**config.mk**
```make
export PLATFORM = sky130hd
export DESIGN_NAME = hcac_front
export DESIGN_NICKNAME = d
export VERILOG_FILES = /design/src/hdl/hcac_pkg.sv /design/src/hdl/hcac_front.sv
export SDC_FILE = /design/constraint.sdc
export NUM_CORES = 2
export LEC_CHECK = 0
export BUFFER_PORTS_ARGS = -buffer_cell sky130_fd_sc_hd__buf_4
export CAP_MARGIN = 20
export CORE_ASPECT_RATIO = 1.1
export CORE_MARGIN = 2
export CORE_UTILIZATION = 30
export DETAILED_ROUTE_END_ITERATION = 12
export GPL_TIMING_DRIVEN = 0
export PLACE_DENSITY_LB_ADDON = 0.3
export SLEW_MARGIN = 20
export SYNTH_ARGS = -nofsm -noshare
export SYNTH_HDL_FRONTEND = slang
export SYNTH_SLANG_ARGS = --single-unit
```
**constraint.sdc**
```tcl
create_clock -name clk -period 18.3 [get_ports clk]
set_clock_uncertainty 0.05 [all_clocks]
set_input_delay 2.745 -clock clk [delete_from_list [all_inputs] [get_ports clk]]
set_output_delay 2.745 -clock clk [all_outputs]
set_load 0.01 [all_outputs]
```
**src/hdl/hcac_pkg.sv**
```systemverilog
// ----------------------------------------------------------------------------
// hcac_pkg
// Shared types and constants of the hashed cast answer cache.
// ----------------------------------------------------------------------------
package hcac_pkg;

	// number of slots; a power of two, the index is the low bits of the folded hash
	localparam int ENTRIES = 1024;
	localparam int IDX_W   = $clog2(ENTRIES);
	localparam int WORD_W  = 64;
	localparam int HALF_W  = WORD_W / 2;

	localparam logic [HALF_W-1:0] MUL_VTABLE = 32'd2654435761;
	localparam logic [HALF_W-1:0] MUL_SOURCE = 32'd2246822519;
	localparam logic [HALF_W-1:0] MUL_DEST   = 32'd3266489917;
	localparam int                FOLD_SHIFT = 15;

	localparam int FIFO_DEPTH = 2;
	localparam int FIFO_PTR_W = $clog2(FIFO_DEPTH);

	typedef enum logic [2:0] {
		ST_NULL   = 3'd0,
		ST_HIT    = 3'd1,
		ST_MISS   = 3'd2,
		ST_BYPASS = 3'd3,
		ST_FILLED = 3'd4
	} status_t;

	typedef enum logic [1:0] {
		CLS_NULL,
		CLS_BYPASS,
		CLS_CACHE
	} class_t;

	typedef enum logic [1:0] {
		BK_CLEAR,
		BK_IDLE,
		BK_CMP
	} back_state_t;

	// classified item handed from the front to the back
	typedef struct packed {
		class_t                    cls;
		logic                      fill;
		logic [IDX_W-1:0]          idx;
		logic [WORD_W-1:0]         vtable;
		logic [WORD_W-1:0]         stype;
		logic [WORD_W-1:0]         dtype;
		logic signed [WORD_W-1:0]  hint;
		logic [WORD_W-1:0]         src;
		logic                      found;
		logic [WORD_W-1:0]         answer;
		logic [WORD_W-1:0]         disp;
	} entry_t;

	// one slot of the answer store
	typedef struct packed {
		logic                      valid;
		logic [WORD_W-1:0]         vtable;
		logic [WORD_W-1:0]         stype;
		logic [WORD_W-1:0]         dtype;
		logic signed [WORD_W-1:0]  hint;
		logic [WORD_W-1:0]         disp;
		logic                      found;
	} row_t;

endpackage

```
**src/hdl/hcac_front.sv**
```systemverilog
// ----------------------------------------------------------------------------
// hcac_front
// Accepts items, classifies them and works out the slot index over two stages.
// ----------------------------------------------------------------------------
module hcac_front (
	input  logic                               clk,
	input  logic                               arst_n,
	input  logic                               in_valid,
	output logic                               in_ready,
	input  logic                               func,
	input  logic [hcac_pkg::WORD_W-1:0]        object_vtable,
	input  logic [hcac_pkg::WORD_W-1:0]        source_type_id,
	input  logic [hcac_pkg::WORD_W-1:0]        dest_type_id,
	input  logic signed [hcac_pkg::WORD_W-1:0] cast_hint,
	input  logic [hcac_pkg::WORD_W-1:0]        source_address,
	input  logic                               cacheable,
	input  logic                               answer_found,
	input  logic [hcac_pkg::WORD_W-1:0]        answer_address,
	input  logic                               cache_enable,
	input  logic                               hold,
	output logic                               q_valid,
	input  logic                               q_ready,
	output hcac_pkg::entry_t                   q_data
);

	localparam int W = hcac_pkg::WORD_W;
	localparam int H = hcac_pkg::HALF_W;

	logic                  v_s1, v_s2;
	logic                  en1, en2;
	hcac_pkg::class_t      cls_s1;
	logic                  fill_s1;
	logic [W-1:0]          vt_s1, st_s1, dt_s1, src_s1, ans_s1;
	logic signed [W-1:0]   hint_s1;
	logic                  afound_s1;
	logic [W-1:0]          lo_vt_s1, lo_st_s1, lo_dt_s1;
	logic [H-1:0]          hi_vt_s1, hi_st_s1, hi_dt_s1;
	hcac_pkg::entry_t      ent_s2;

	logic [W-1:0]          lo_vt, lo_st, lo_dt;
	logic [H-1:0]          hi_vt, hi_st, hi_dt;
	hcac_pkg::class_t      cls_in;
	logic [W-1:0]          p_vt, p_st, p_dt, key, folded;
	logic                  f_ok;

	assign en2      = !v_s2 || q_ready;
	assign en1      = !v_s1 || en2;
	assign in_ready = en1 && !hold;
	assign q_valid  = v_s2;
	assign q_data   = ent_s2;

	// each 64 by 32 product split in two 32 by 32 halves, only low 64 bits kept
	always_comb begin
		lo_vt = W'(object_vtable[H-1:0]) * W'(hcac_pkg::MUL_VTABLE);
		lo_st = W'(source_type_id[H-1:0]) * W'(hcac_pkg::MUL_SOURCE);
		lo_dt = W'(dest_type_id[H-1:0]) * W'(hcac_pkg::MUL_DEST);
		hi_vt = object_vtable[W-1:H] * hcac_pkg::MUL_VTABLE;
		hi_st = source_type_id[W-1:H] * hcac_pkg::MUL_SOURCE;
		hi_dt = dest_type_id[W-1:H] * hcac_pkg::MUL_DEST;
		if (source_address == '0) begin
			cls_in = hcac_pkg::CLS_NULL;
		end else if (!cache_enable || !cacheable) begin
			cls_in = hcac_pkg::CLS_BYPASS;
		end else begin
			cls_in = hcac_pkg::CLS_CACHE;
		end
	end

	always_comb begin
		p_vt   = {lo_vt_s1[W-1:H] + hi_vt_s1, lo_vt_s1[H-1:0]};
		p_st   = {lo_st_s1[W-1:H] + hi_st_s1, lo_st_s1[H-1:0]};
		p_dt   = {lo_dt_s1[W-1:H] + hi_dt_s1, lo_dt_s1[H-1:0]};
		key    = p_vt ^ p_st ^ p_dt ^ hint_s1;
		folded = key ^ (key >> hcac_pkg::FOLD_SHIFT);
		// a found answer at address zero is kept as not found
		f_ok   = afound_s1 && (ans_s1 != '0);
	end

	always_ff @(posedge clk or negedge arst_n) begin
		if (!arst_n) begin
			v_s1 <= 1'b0;
			v_s2 <= 1'b0;
		end else begin
			if (en1) begin
				v_s1 <= in_valid && in_ready;
			end
			if (en2) begin
				v_s2 <= v_s1;
			end
		end
	end

	always_ff @(posedge clk) begin
		if (en1) begin
			cls_s1    <= cls_in;
			fill_s1   <= func;
			vt_s1     <= object_vtable;
			st_s1     <= source_type_id;
			dt_s1     <= dest_type_id;
			hint_s1   <= cast_hint;
			src_s1    <= source_address;
			afound_s1 <= answer_found;
			ans_s1    <= answer_address;
			lo_vt_s1  <= lo_vt;
			lo_st_s1  <= lo_st;
			lo_dt_s1  <= lo_dt;
			hi_vt_s1  <= hi_vt;
			hi_st_s1  <= hi_st;
			hi_dt_s1  <= hi_dt;
		end
		if (en2) begin
			ent_s2.cls    <= cls_s1;
			ent_s2.fill   <= fill_s1;
			ent_s2.idx    <= folded[hcac_pkg::IDX_W-1:0];
			ent_s2.vtable <= vt_s1;
			ent_s2.stype  <= st_s1;
			ent_s2.dtype  <= dt_s1;
			ent_s2.hint   <= hint_s1;
			ent_s2.src    <= src_s1;
			ent_s2.found  <= f_ok;
			ent_s2.answer <= ans_s1;
			ent_s2.disp   <= f_ok ? (ans_s1 - src_s1) : '0;
		end
	end

endmodule

```
## Word level (Yosys, flattened, before mapping)

Index checks and enable logic that the tools add are counted.

- Add/subtract/negate cells: 1
- Multipliers: 3
- Mux-type cells: 1
- Bitwise logic cells: 4
- Reductions and logical operators: 13

Operators with widths:

| cell | count |
|---|---|
| multiplier 32 x 32 -> 64 bit (second input constant) | 3 |
| XOR 25 bit | 3 |
| zero test 64 bit | 1 |
| nonzero test 64 bit | 1 |
| subtractor 64 bit | 1 |
| XOR 10 bit | 1 |
| zero test 1 bit | 5 |
| logical AND 1 bit | 3 |
| logical OR 1 bit | 3 |
| two-way mux 2 bit | 1 |

- Bits in registers: 1,044
- Bits of input ports: 393
- Output and inout port bits: 464
- Logic and storage cells: 47

## Logic depth before layout (Yosys ltp)

- Depth in word-level cells: 5
- Depth in mapped cells: 23
- Depth with buffers taken out: 23

## Least setup slack after synthesis

OpenSTA, ideal clock, no wires.

- Path type: input to register
- Start: input q_ready
- End: register v_s1
- Setup time: 0.611 ns
- Arrival time: 12.740 ns
- Required time: 17.639 ns
- Path slack: 4.898 ns
- Stages: 3
- Path buffers: 0
- Cell sequence: nor2b_1 nand2_1 o21ai_0

- Longest elaborated chain between the ends: 4

RTL lines:

| element | line | source |
|---|---|---|
| from (decl) | hcac_front.sv:22 | `input logic q_ready,` |
| logical OR 1 bit * | hcac_front.sv:46 | `assign en2 = !v_s2 \|\| q_ready;` |
| logical OR 1 bit * | hcac_front.sv:47 | `assign en1 = !v_s1 \|\| en2;` |
| logical AND 1 bit | hcac_front.sv:48 | `assign in_ready = en1 && !hold;` |
| logical AND 1 bit | hcac_front.sv:85 | `v_s1 <= in_valid && in_ready;` |
| to (signal assigned) | hcac_front.sv:85 |  |
| to (decl) | hcac_front.sv:29 | `logic v_s1, v_s2;` |

Mark *: on every way between the ends. The rest lies on a longest branch, timed or not.
A chain may end at the register's enable or synchronous reset.

## Final worst setup path

- Start: input source_type_id[7] in the netlist's numbering
- End: register lo_st_s1[24] (data pin)

- Longest elaborated chain between the ends: 1

RTL lines:

| element | line | source |
|---|---|---|
| from (decl) | hcac_front.sv:12 | `input logic [hcac_pkg::WORD_W-1:0] source_type_id,` |
| multiplier 32 x 32 -> 64 bit | hcac_front.sv:55 | `lo_st = W'(source_type_id[H-1:0]) * W'(hcac_pkg::MUL_SOURCE);` |
| named net lo_st[24] | hcac_front.sv:40 | `logic [W-1:0] lo_vt, lo_st, lo_dt;` |
| to (signal assigned) | hcac_front.sv:105 | `lo_st_s1 <= lo_st;` |
| to (decl) | hcac_front.sv:36 | `logic [W-1:0] lo_vt_s1, lo_st_s1, lo_dt_s1;` |

The timed path passes the listed nets, and every way through them passes these cells.

==> flow_summary.toml <==
[status]
outcome = "finished clean"

[floorplan]
ios = 857
die_h_um = 430.6
initial_utilization_pct = 30.20
rows = 156
die_x_um = 391.8
dieArea_mm2 = 0.1687
core_area_mm2 = 0.1643

[timing]
fin_crit_sh_pct = 47.44
finalHoldViolations = 0
fin_hold_ws_ns = 0.2770
rsz0062_at_grt = "false"
setup-violations-final = 0
finalWorstSetupSlack_ns = 9.619
drv_slew = 0
worst_pin_slew_ns = 0.9941
worst_slew_margin_rel_pct = 33.11
max_freq_mhz = 115.2
fin_crit_ns = 8.681

[clocking]
insertion_delay_ns = 0.77
cts_sinks = 905
cts_resized = 0
cts_tree = "built"
cts_setup_buffers = 0
cts-root-buf = "clkbuf_16"
clk_pin_slew_ns = 0.06
ctsHoldBuffers = 0
clock_tree.buffer_depth = 3
cts_buffers = 100
htree_levels = 3

[placement]
post-dp-hpwl_mm = 122.1
dp.cells = 6563
portBuffers = 856
place.gp.congestion = 0.9130
place_ws_ns = 8.809

[synth]
synth.largest_area_cell = "edfxtp_1"
synth_edf_count = 903
synth_fa_ha_area_share_pct = 26.92
synth.distinct_cells = 62
synthArstFlopShare_pct = 0.2210
synth_simple_gate_area_share_pct = 3.368
syn-num-nets = 4723
synth_top_area_share_pct = 54.64
synthesis.area_mm2 = 0.04963
synthCells = 3480
synth_top_family_by_area = "adder cells"
yosys-top-cells-area = "edfxtp_1 (55%), fa_1 (15%), ha_1 (12%)"
synth_xor_area_share_pct = 4.253
synth_seq_cells = 905
synth_mux_area_share_pct = 0.06051
syn_area_per_cell_um2 = 14.26
synth_compound_area_share_pct = 4.563
synth_flop_cell = "edfxtp_1"
seq_area_frac_synth_pct = 54.74
yosysWarnings = 0

[setup_path]
critPathLaunch = "source_type_id[7]"
r2r_start = "ans_s1[1]$_DFFE_PN_"
worst_setup_path_end_kind = "register"
critPathArrivalTime_ns = 9.11
worst-r2r-cell-count = 12
r2r_slack_ns = 14.21
reg2reg_to = "q_data[48]$_SDFFCE_PN0P_"
path_class = "in2reg"
startpoint_type = "input port"
crit_required_ns = 18.73
crit_fanout = 8

[routing]
wire_per_inst_um = 22.27
dr.pass1.iters = 5
wl_mm = 150.5
vias = 29600
vias_per_cell = 4.380
route.detailed.drc = 0
ant_nets = 0
first_iter_violations = 1464

[global_route]
grt_start_max_net_pins = 100
antenna_found_initial = 14
grt_pass1_vias = 31020
grt_first_pass_wirelength_mm = 212.3
grt-ovfl-total = 0
grtUsageTotal_pct = 17.50

[final_layout]
fillers = 15740
layout_commonest_cell = "edfxtp_1"
ff_latch_area_mm2 = 0.02717
instances_no_fill = 6757
drive_above_1_share_pct = 23.24
final_nets = 5696
final_cell_mix = "edfxtp_1 (903), buf_4 (857), inv_1 (781)"
multi_input_area_mm2 = 0.01946
syn2layout_area_growth_pct = 26.34

[power]
power_density_mw_per_mm2 = 196.2
leakagePower_nw = 28.05
ir_drop_mv = 0.2647
p_total_mw = 12.30

[worst_hold_path]
hold_end = "q_data[241]$_DFFE_PP_"
min_path_type = "reg2reg"
holdPathStages = 0
min_from = "hint_s1[48]$_DFFE_PN_"

[run]
drv_cap = 0
## worst max path at each step
stage | end | cells after the start
final | lo_st_s1[24]$_DFFE_PN_ | 24
after global routing | lo_st_s1[24]$_DFFE_PN_ | 24
after CTS | lo_dt_s1[24]$_DFFE_PN_ | 22
after detailed placement | lo_dt_s1[24]$_DFFE_PN_ | 22
after global placement | vt_s1[9]$_DFFE_PN_ | 3
after floorplan | v_s1$_DFFE_PN0N_ | 3
## registers in the layout (all words and copies together) (netlist names)
name,flops
lo_st_s1,19
q_valid,1
hint_s1,64
lo_vt_s1,16
cls_s1,2
fill_s1,1
dt_s1,64
lo_dt_s1,18
vt_s1,64
src_s1,64
afound_s1,1
v_s1,1
st_s1,64
q_data,462
ans_s1,64
## cell type report
cell class	instances	share of cell area, %
flip-flops and latches	905	43.33
multi-input cells	1770	31.04
repair buffers	871	10.88
inverters	783	4.699
well taps	2212	4.414
clock buffers	116	4.087
clock inverters	72	1.395
plain buffers	22	0.1397
diodes	6	0.02395
## routing by layer
metal	track usage (%)	routed length, µm	vias to the layer above	share of wire, %
li1	-	-	13770	-
met2	31.78	77630	930	52
met1	19.43	55140	14660	37
met5	0	40	-	0.027
met3	3.879	10440	227	6.9
met4	7.743	7228	6	4.8
## critical path, stage by stage
cell and delay, ns:
buf_4 0.16, ha_1 0.30, inv_1 0.12, fa_1 0.47
fa_1 0.51, fa_1 0.50, inv_1 0.04, ha_1 0.28
ha_1 0.27, inv_1 0.05, fa_1 0.52, inv_1 0.05
fa_1 0.48, ha_1 0.33, a21o_1 0.18, a21oi_1 0.12
o21ai_0 0.18, a31oi_1 0.21, o31ai_1 0.14, o41a_1 0.39
or3_1 0.33, a21oi_1 0.20, a21oi_1 0.11, xnor2_1 0.40
## synthesized netlist by cell type (all sizes together), types with 5 or more instances
cell type	n
edfxtp	903
nor2	105
or3	13
and2	8
o31ai	6
o21ai	51
a211oi	12
nor4	33
o31a	5
ha	487
nand3	18
nor2b	17
inv	782
o21bai	16
o21a	26
nand2b	15
o211ai	7
xnor2	198
xor2	43
buf	7
and3	16
a21o	59
a31o	5
fa	363
nand4	19
nor3	30
a21oi	96
or2	7
a31oi	13
nand2	55
clkbuf	15
a21boi	6
## logic make-up (layout without fill, tap and decap cells)
family / count (synthesis) / count (layout)
other cells: 0 / 6
flops: 905 / 905
buf+inv: 805 / 1864
fa+ha+maj: 850 / 850
simple gates: 340 / 340
xor+xnor: 241 / 241
mux: 3 / 3
compound gates: 336 / 336
## power by group
group | switching (mW) | internal (mW) | total, mW | leakage (nW)
Sequential | 0.127 | 2.92 | 3.04 | 9.41
Combinational | 3.97 | 3.18 | 7.16 | 17.0
Clock | 0.912 | 1.19 | 2.10 | 1.63
Total | 5.01 | 7.29 | 12.3 | 28.1
## metrics by stage
step / cell area, µm² / utilization (%) / setup TNS, ns
after floorplan: 49630 / - / 0
after global placement: 58820 / 35.79 / -665.35
after global routing: 62690 / 38.14 / 0
final: 62700 / 38.15 / 0
after CTS: 62690 / 38.14 / 0
after detailed placement: 59250 / 36.05 / 0
Power figures use the tool's default switching activity.
