`src/hdl/hcac_pkg.sv`:
```
// ----------------------------------------------------------------------------
// hcac_pkg
// Shared types and constants of the hashed cast answer cache.
// ----------------------------------------------------------------------------
package hcac_pkg;

	// number of slots; a power of two, the index is the low bits of the folded hash
	localparam int ENTRIES = 1024;
	localparam int IDX_W   = $clog2(ENTRIES);
	localparam int WORD_W  = 64;
	localparam int HALF_W  = WORD_W / 2;

	localparam logic [HALF_W-1:0] MUL_VTABLE = 32'd2654435761;
	localparam logic [HALF_W-1:0] MUL_SOURCE = 32'd2246822519;
	localparam logic [HALF_W-1:0] MUL_DEST   = 32'd3266489917;
	localparam int                FOLD_SHIFT = 15;

	localparam int FIFO_DEPTH = 2;
	localparam int FIFO_PTR_W = $clog2(FIFO_DEPTH);

	typedef enum logic [2:0] {
		ST_NULL   = 3'd0,
		ST_HIT    = 3'd1,
		ST_MISS   = 3'd2,
		ST_BYPASS = 3'd3,
		ST_FILLED = 3'd4
	} status_t;

	typedef enum logic [1:0] {
		CLS_NULL,
		CLS_BYPASS,
		CLS_CACHE
	} class_t;

	typedef enum logic [1:0] {
		BK_CLEAR,
		BK_IDLE,
		BK_CMP
	} back_state_t;

	// classified item handed from the front to the back
	typedef struct packed {
		class_t                    cls;
		logic                      fill;
		logic [IDX_W-1:0]          idx;
		logic [WORD_W-1:0]         vtable;
		logic [WORD_W-1:0]         stype;
		logic [WORD_W-1:0]         dtype;
		logic signed [WORD_W-1:0]  hint;
		logic [WORD_W-1:0]         src;
		logic                      found;
		logic [WORD_W-1:0]         answer;
		logic [WORD_W-1:0]         disp;
	} entry_t;

	// one slot of the answer store
	typedef struct packed {
		logic                      valid;
		logic [WORD_W-1:0]         vtable;
		logic [WORD_W-1:0]         stype;
		logic [WORD_W-1:0]         dtype;
		logic signed [WORD_W-1:0]  hint;
		logic [WORD_W-1:0]         disp;
		logic                      found;
	} row_t;

endpackage

```
`src/hdl/hcac_fifo.sv`:
```
// ----------------------------------------------------------------------------
// hcac_fifo
// Short queue of classified items between the front and the back.
// ----------------------------------------------------------------------------
module hcac_fifo (
	input  logic             clk,
	input  logic             arst_n,
	input  logic             push_valid,
	output logic             push_ready,
	input  hcac_pkg::entry_t push_data,
	output logic             pop_valid,
	input  logic             pop_ready,
	output hcac_pkg::entry_t pop_data
);

	localparam int PW = hcac_pkg::FIFO_PTR_W;

	hcac_pkg::entry_t  buf_q [hcac_pkg::FIFO_DEPTH];
	logic [PW-1:0]     wr_ptr_q, rd_ptr_q;
	logic [PW:0]       count_q;
	logic              do_push, do_pop;

	assign push_ready = count_q != (PW+1)'(hcac_pkg::FIFO_DEPTH);
	assign pop_valid  = count_q != '0;
	assign pop_data   = buf_q[rd_ptr_q];
	assign do_push    = push_valid && push_ready;
	assign do_pop     = pop_valid && pop_ready;

	always_ff @(posedge clk or negedge arst_n) begin
		if (!arst_n) begin
			wr_ptr_q <= '0;
			rd_ptr_q <= '0;
			count_q  <= '0;
		end else begin
			if (do_push) begin
				wr_ptr_q <= (wr_ptr_q == PW'(hcac_pkg::FIFO_DEPTH - 1)) ? '0 : wr_ptr_q + 1'b1;
			end
			if (do_pop) begin
				rd_ptr_q <= (rd_ptr_q == PW'(hcac_pkg::FIFO_DEPTH - 1)) ? '0 : rd_ptr_q + 1'b1;
			end
			if (do_push && !do_pop) begin
				count_q <= count_q + 1'b1;
			end else if (do_pop && !do_push) begin
				count_q <= count_q - 1'b1;
			end
		end
	end

	always_ff @(posedge clk) begin
		if (do_push) begin
			buf_q[wr_ptr_q] <= push_data;
		end
	end

endmodule

```
`config.mk`:
```
export PLATFORM = sky130hd
export DESIGN_NAME = hcac_fifo
export DESIGN_NICKNAME = d
export VERILOG_FILES = /design/src/hdl/hcac_pkg.sv /design/src/hdl/hcac_fifo.sv
export SDC_FILE = /design/constraint.sdc
export NUM_CORES = 1
export LEC_CHECK = 0
export ABC_AREA = 0
export ABC_CLOCK_PERIOD_IN_PS = 25100
export BUFFER_PORTS_ARGS = -buffer_cell sky130_fd_sc_hd__buf_4
export CORE_AREA = 2 2 367 369
export CTS_CLUSTER_SIZE = 16
export DETAILED_ROUTE_END_ITERATION = 8
export DIE_AREA = 0 0 369 371
export PLACE_DENSITY = 0.55
export SYNTH_ARGS = -nofsm -noshare
export SYNTH_HDL_FRONTEND = slang
export SYNTH_SLANG_ARGS = --single-unit
```
`constraint.sdc`:
```
create_clock -name clk -period 25.1 [get_ports clk]
set_input_delay 2.51 -clock clk [delete_from_list [all_inputs] [get_ports clk]]
set_output_delay 2.51 -clock clk [all_outputs]
set_load 0.005 [all_outputs]
```
[Word-level counts from Yosys, hierarchy flattened]
Memory sizes are Yosys's and may differ from the RTL's.
Index checks and enable logic that the tools add are counted.
Word-level totals
  bits in registers: 4
  RAM bits: 924
  output and inout bits: 464
  logic and storage cells: 23
  memories: 1
Operators by class
  add/subtract/negate cells: 4
  equality and inequality tests: 1
  muxes and demuxes: 6
  reduce and logical (&&, ||, !) cells: 8
Memories
  buf_q: words 2, width 462, read ports 1, clocked after memory_dff 0, write ports 1, RTL line hcac_fifo.sv:18  | hcac_pkg::entry_t buf_q [hcac_pkg::FIFO_DEPTH];
Operator list (count)
  logical AND 1 bit: 4
  2-to-1 mux 1 bit: 4
  2-to-1 mux 2 bit: 2
  nonzero test 2 bit: 2
  adder 1 bit, second input constant: 2
  adder 2 x 1 -> 2 bit, second input constant: 1
  zero test 1 bit: 2
  inequality test 2 bit, second input constant: 1
  subtractor 2 x 1 -> 2 bit, second input constant: 1

[Depth between registers and ports, before layout]
Gate-level depths: netlist of run 1.
  word-level depth: 6
  depth in mapped cells: 7

[Worst setup path after synthesis of run 1]
OpenSTA, ideal clock, no wires.
  path kind: in2reg
  start: input port push_valid
  end: memory buf_q[0][0] (netlist bit), enable pin
  setup time: 1.297 ns
  arrival time: 21.709 ns
  required time: 23.803 ns
  path slack: 2.094 ns
  stages: 2
  buffers on the path: 0
  path through: nand2_1 nor2_1
Between the ends
  longest elaborated chain between the ends: 3
RTL lines
  start: declaration: RTL line hcac_fifo.sv:8  | input logic push_valid,
  logical AND 1 bit: RTL line hcac_fifo.sv:26  | assign do_push = push_valid && push_ready;
  2-to-1 mux 1 bit: RTL line hcac_fifo.sv:50  | if (do_push) begin
  2-to-1 mux 1 bit (implied by the code): RTL line hcac_fifo.sv:51  | buf_q[wr_ptr_q] <= push_data;
  end: declaration: RTL line hcac_fifo.sv:18
No other way between the ends.

==> results of run 1 <==
[kinds of logic (layout without fill, tap and decap cells)]
| family | count (synthesis) | in the layout | share of synthesized area (%) |
|---|---|---|---|
| xor+xnor | 5 | 5 | 0.1296 |
| buf+inv | 53 | 1125 | 1.170 |
| mux | 462 | 462 | 16.17 |
| other cells | 0 | 7 | 0 |
| fa+ha+maj | 1 | 1 | 0.03701 |
| flops | 928 | 928 | 82.39 |
| simple gates | 7 | 7 | 0.1000 |
[critical path: cells and delay by family, from the launching register on]
kind | cells | cell delay (ps)
buffers and inverters | 4 | 2500
flip-flops | 1 | 1050
multiplexers | 1 | 430
[routing by layer]
layer	part of all wire (%)	routed length, um
met5	0.015	13
met4	2.9	2520
met3	9.9	8473
met2	52	44270
met1	35	30260
[layout make-up]
cell class | instances | share of cell area [%]
flip-flops and latches | 928 | 60.74
repair buffers | 947 | 15.59
multi-input cells | 475 | 12.14
clock buffers | 127 | 5.679
well taps | 1768 | 4.825
clock inverters | 50 | 0.9796
diodes | 7 | 0.03820
inverters | 1 | 0.008186
[power by group through the flow]
stage          clock [uW]  sequential [uW]  combinational, uW
6_report             1370             2200               1600
5_1_grt              1470             2240               1720
4_1_cts              1420             2210               1640
3_5_place_dp            0             2240               1640
3_3_place_gp            0             2230               1640
2_1_floorplan           0             2460                820
[path summary, 6_finish.rpt]
path	cells after the start	slack, ps	start	endpoint
worst min register to register	1	490	count_q[1]	count_q[1]
worst max-delay path	5	17730	rd_ptr_q	pop_data[293]
worst min-delay path	1	490	count_q[1]	count_q[1]
worst max register to register	6	19970	count_q[0]	buf_q[1][413]
min in group asynchronous	1	1620	arst_n	wr_ptr_q
max in group asynchronous	1	23360	arst_n	rd_ptr_q
[synth_stat cells]
cell type  instances  area [sq um]
edfxtp_1         924         27750
mux2_2           392          4414
mux2_4            70          1051
buf_4             30         225.2
buf_2             13         65.06
buf_6              9         101.4
dfrtp_1            4         100.1
xnor2_1            3         26.28
nand2_1            2         7.510
nor2_1             2         7.510
xor2_1             2         17.52
and3_1             1         6.260
ha_1               1         12.51
inv_1              1         3.750
nand2b_1           1         6.260
or2_2              1         6.260
[state kept, by name, indices dropped and copies added (netlist names)]
name      cells
buf_q       924
wr_ptr_q      1
count_q       2
rd_ptr_q      1
[per-stage QoR]
stage | cells | instance area, sq um
after global placement | 4119 | 42780
after global routing | 4301 | 45850
final | 4303 | 45850
after floorplan | 1456 | 33800
after detailed placement | 4119 | 42780
after CTS | 4296 | 45830
==> metrics.txt, run 1 <==
number of I/O pins=930; Routed WL=~86000 um; critical path endpoint category=primary output; post-layout util=roughly 35%; synthesized area=0.03380 sq mm; die width=approximately 370 um; Reg area=0.02785 sq mm; crit path setup slack, layout=about 18000 ps; leakage power=approximately 0.017 uW; Worst path max stage delay=about 1100 ps; via count=~17000; H-tree levels=3; met2 GRT Util=between 20% and 30%; Via density=4.015; Net Sw Frac=27.64%; required time worst endpoint=22590 ps; maximum clock path buffer count=3; antenna violations before repair=12; fin nets=about 2900; Syn Inst Count=approximately 1500; post-place setup slack=18000 ps; global-route usage over all layers=11.87%; PwrDens=between 100 and 150 mW/mm^2; DRC Markers=0; Hold WC Path Type=flip-flop to flip-flop; Comb pwr share=~30%; most frequent cells in the layout=buf_4 (944), edfxtp_1 (924), mux2_2 (392), clkbuf_16 (100), mux2_4 (70); flops & latches, synth=approximately 930; largest net degree at the start of global routing=~130; mean routed wirelength per cell=~20 um; CTS root buffer=clkbuf_16; Clock transition at path regs=~50 ps; unrepaired setup endpoints after global routing=no; setup bufs post-CTS=0; Yosys cell types=16; Final setup viols=0; Max FO, Critical Path=67; sequential share of power=around 43%; Synthesized Nets=~1900; Worst Tran Pin Value=around 1100 ps; first-pass GRT wire length=between 100000 and 150000 um; FP Rows=134; CTS tree=yes; Clk pwr share=between 20% and 30%; Placer Congestion=around 0.77; DIE AREA=~0.14 sq mm; Post-Syn Area per Cell=23.21 sq um; layout cell share with drive strength beyond 1=60.80%; CP Class=flip-flop to primary output; Fmax achieved=0.1358 GHz; Detailed Place HPWL=60390 um; CP dominant cell by count=buf_4; Max-slew headroom=between 20% and 30%; Max-Cap Viols=0; Core Box Area=between 0.1 and 0.15 sq mm; Period minus WS final=about 7400 ps; sequential element share of the synthesized area=between 80% and 90%; Setup TNS Final=0 ps; Detail Route Antenna Nets=0; Worst Skew=around 17 ps; fin crit share=between 20% and 30%; Post-CTS Hold Buffers=0; Power, Total=5177 uW; Worst Path Arrival=4860 ps; die height=roughly 370 um; Worst-Skew Late Latency=about 690 ps; area grow syn2layout=35.67%; CTS Buf Count=99; initial core utilization=25.45%; Internal=approximately 3700 uW; Overflow after GRT=0; fillers=between 10000 and 15000; DR pass1 iterations=4; Worst path slowest cell=dfrtp_4; net load switching power=approximately 1400 uW; crit path cell chain=buf_4, buf_4, buf_4, mux2_2, buf_4; vias in the first global route=18260; status=complete, no violations; port bufs=around 930; Multi-input gate area=between 0.005 and 0.006 sq mm; Max IR drop VDD=0.06827 mV; final hold slack=492.3 ps; warnings from Yosys=0; Max Slew Vio Count=0; commonest non-fill, non-tap cell in the layout=buf_4; CTS Sinks=928; GRT met1 Usage=~12%; met3 usage=under 10%; Startpoint Class=flip-flop; post-CTS sizing=0; number of violations reported at the end of detailed-routing iteration 0=886; final hold viol count=0; busiest grt layer=met2
Note: power is estimated with default switching activity, not from simulation.
==> run 2, diff against run 1 <==
--- a/config.mk
+++ b/config.mk
@@ -5,8 +5,8 @@
 export SDC_FILE = /design/constraint.sdc
 export NUM_CORES = 1
 export LEC_CHECK = 0
-export ABC_AREA = 0
-export ABC_CLOCK_PERIOD_IN_PS = 25100
+export ABC_AREA = 1
+export ABC_CLOCK_PERIOD_IN_PS = 6900
 export BUFFER_PORTS_ARGS = -buffer_cell sky130_fd_sc_hd__buf_4
 export CORE_AREA = 2 2 367 369
 export CTS_CLUSTER_SIZE = 16
==> constraint.sdc (replaced) <==
create_clock -name clk -period 6.9 [get_ports clk]
set_input_delay 0.69 -clock clk [delete_from_list [all_inputs] [get_ports clk]]
set_output_delay 0.69 -clock clk [all_outputs]
set_load 0.005 [all_outputs]
==> run 2 against run 1 <==
Effect of this change:
- routed wire length increased by 14%
- area after synthesis decreased by 0.12%
- utilization increased by 0.11 points
- sequential cell count unchanged
- cell area increased by 0.31%
- synthesized cell count increased by 68%
- largest cell class unchanged
- via count increased by 24%
- global-route usage increased by 1.6 points
==> metrics.txt, run 2 <==
Worst Skew=roughly 23 ps; Final setup viols=0; Post-Syn Area per Cell=13.82 sq um; flops & latches, synth=928; RR Startpoint=count_q[0]; antenna violations before repair=20; Worst path max stage delay=approximately 660 ps; Max-Cap Viols=0; vias in the first global route=20710; maximum clock path buffer count=3; final hold viol count=0; initial core utilization=between 20 and 30%; DR pass1 iterations=5; Core Box Area=0.1328 sq mm; Max IR drop VDD=~0.29 mV; critical path endpoint category=primary output; DRC Markers=0; top area cells in the synthesized netlist=edfxtp_1 (82%), nand2_1 (16%), buf_2 (1.3%); setup bufs post-CTS=0; H-tree levels=3; global-route usage over all layers=13.42%; Synth Area in XOR/XNOR=less than 1%; unrepaired setup endpoints after global routing=no; hold path startpoint=push_data[327]; sequential element share of the synthesized area=between 80% and 90%; Reg with most FFs=buf_q; CTS Buf Count=99; CTS Sinks=around 930; post-synthesis simple-gate area fraction=about 16%; Startpoint Class=flip-flop; largest net degree at the start of global routing=178; Via density=just over 4; warnings from Yosys=0; post-CTS sizing=0; Fmax achieved=0.2617 GHz; top post-synthesis cells by count=nand2_1 (1396), edfxtp_1 (924), buf_2 (85), buf_4 (10), buf_6 (8); area grow syn2layout=36.25%; Overflow after GRT=0; Async SR Flop Fraction=0.4310%; commonest non-fill, non-tap cell in the layout=nand2_1; biggest regs=buf_q x924, count_q x2; die width=369 um; crit path cell chain=buf_12, buf_12, nand2_1, nand2_1, buf_4; largest family of logic cells by synthesized area=simple AND/OR/NAND/NOR gates; Main synth FF type=edfxtp_1; Max Slew Vio Count=0; die height=approximately 370 um; Hold WC Path Type=primary input to flip-flop; DIE AREA=approximately 0.14 sq mm; post-layout util=between 30% and 40%; compound-cell area share of the yosys netlist=0%; mean routed wirelength per cell=approximately 18 um; count leader, synth=nand2_1; Max FO, Critical Path=177; Setup TNS Final=0 ps; CTS tree=yes; PwrDens=between 400 and 500 mW/mm^2; Detailed Place HPWL=between 60000 and 70000 um; CTS root buffer=clkbuf_16; post-synth top area share=about 82%; leakage power=between 0.015 and 0.02 uW; Worst setup startpoint=rd_ptr_q; top cell type by total area after synthesis=edfxtp_1; Worst Path Arrival=approximately 3100 ps; Clock transition at path regs=roughly 60 ps; status=complete, no violations; layout cell share with drive strength beyond 1=31.63%; FP Rows=roughly 130; required time worst endpoint=just over 6000 ps; number of I/O pins=930; Synthesized Nets=a little under 3000; first-pass GRT wire length=134800 um; CP Class=flip-flop to primary output; port bufs=929; synthesized area=~0.034 sq mm; number of violations reported at the end of detailed-routing iteration 0=1076; Syn Inst Count=approximately 2400; Worst path slowest cell=buf_12; via count=21440; Post-CTS Hold Buffers=1; Period minus WS final=3821 ps; fin nets=between 3000 and 4000; Post-synth EDFFs=924; Placer Congestion=about 0.88; Routed WL=97180 um; multiplexer share of the synthesized area=0%; Worst Tran Pin Value=between 1000 and 1500 ps; Max-slew headroom=24.39%; Detail Route Antenna Nets=0; Yosys cell types=14; Worst-Skew Late Latency=700 ps; max reg flops=slightly above 900; most frequent cells in the layout=nand2_1 (1395), buf_4 (948), edfxtp_1 (924), clkbuf_16 (100), clkinv_1 (25); Post-Synth Adder-Cell Area=less than 1%; fin crit share=a little under three fifths
run 2: through the flow:
stage | instance area [sq um] | power [uW] | worst slack, ps | std cells | hold slack (ps)
CTS | 45960 | 20040 | 3038 | 5249 | 64.62
global route | 45990 | 20780 | 2859 | 5262 | 105.1
floorplan | 33790 | 11180 | -1115 | 2442 | 394.4
global placement | 42760 | 14700 | 3823 | 5066 | 480.5
detailed placement | 42760 | 14760 | 3776 | 5066 | 496.2
finish | 45990 | 19650 | 3079 | 5263 | 169.1
run 2: area by class of cell:
type / instances / area, sq um
inverters: 7 / 33.78
flip-flops and latches: 928 / 27850
clock buffers: 120 / 2577
clock inverters: 62 / 613.1
repair buffers: 960 / 7347
diodes: 14 / 35.03
multi-input cells: 1404 / 5325
well taps: 1768 / 2212
fillers: 13080 / 86790
run 2: kinds of logic (layout without fill, tap and decap cells):
logic type,count (synthesis),in the layout
fa+ha+maj,1,1
xor+xnor,2,2
flops,928,928
buf+inv,110,1149
simple gates,1401,1401
other cells,0,14
run 2: report_power, final:
part	switching (uW)	total, uW	internal [uW]
registers	253	7950	7700
clock network	2200	5200	3000
logic	3900	6500	2600
total	6350	19700	13300
run 2: path summary, 6_finish.rpt:
| kind | endpoint | slack (ps) | depth (start not counted) |
|---|---|---|---|
| max | pop_data[260] | 3080 | 5 |
| min | buf_q[1][327] | 170 | 1 |
| max reg2reg | buf_q[1][146] | 3960 | 6 |
| min reg2reg | count_q[0] | 500 | 1 |
| max in group asynchronous | rd_ptr_q | 6380 | 2 |
| min in group asynchronous | wr_ptr_q | 390 | 2 |
run 2: metal layers:
| metal | routed length, um | GRT usage, % | part of all wire, % |
|---|---|---|---|
| met5 | 164 | 0.3147 | 0.17 |
| met4 | 3153 | 6.366 | 3.2 |
| met3 | 8899 | 5.365 | 9.2 |
| met2 | 48640 | 22.56 | 50 |
| met1 | 36310 | 14.78 | 37 |
run 2: critical path, delay by kind of cell, from the launching register on:
| family | cells | cell delay, ps |
|---|---|---|
| DFF | 1 | 460 |
| buffers and inverters | 3 | 1330 |
| and+or+nand+nor | 2 | 300 |
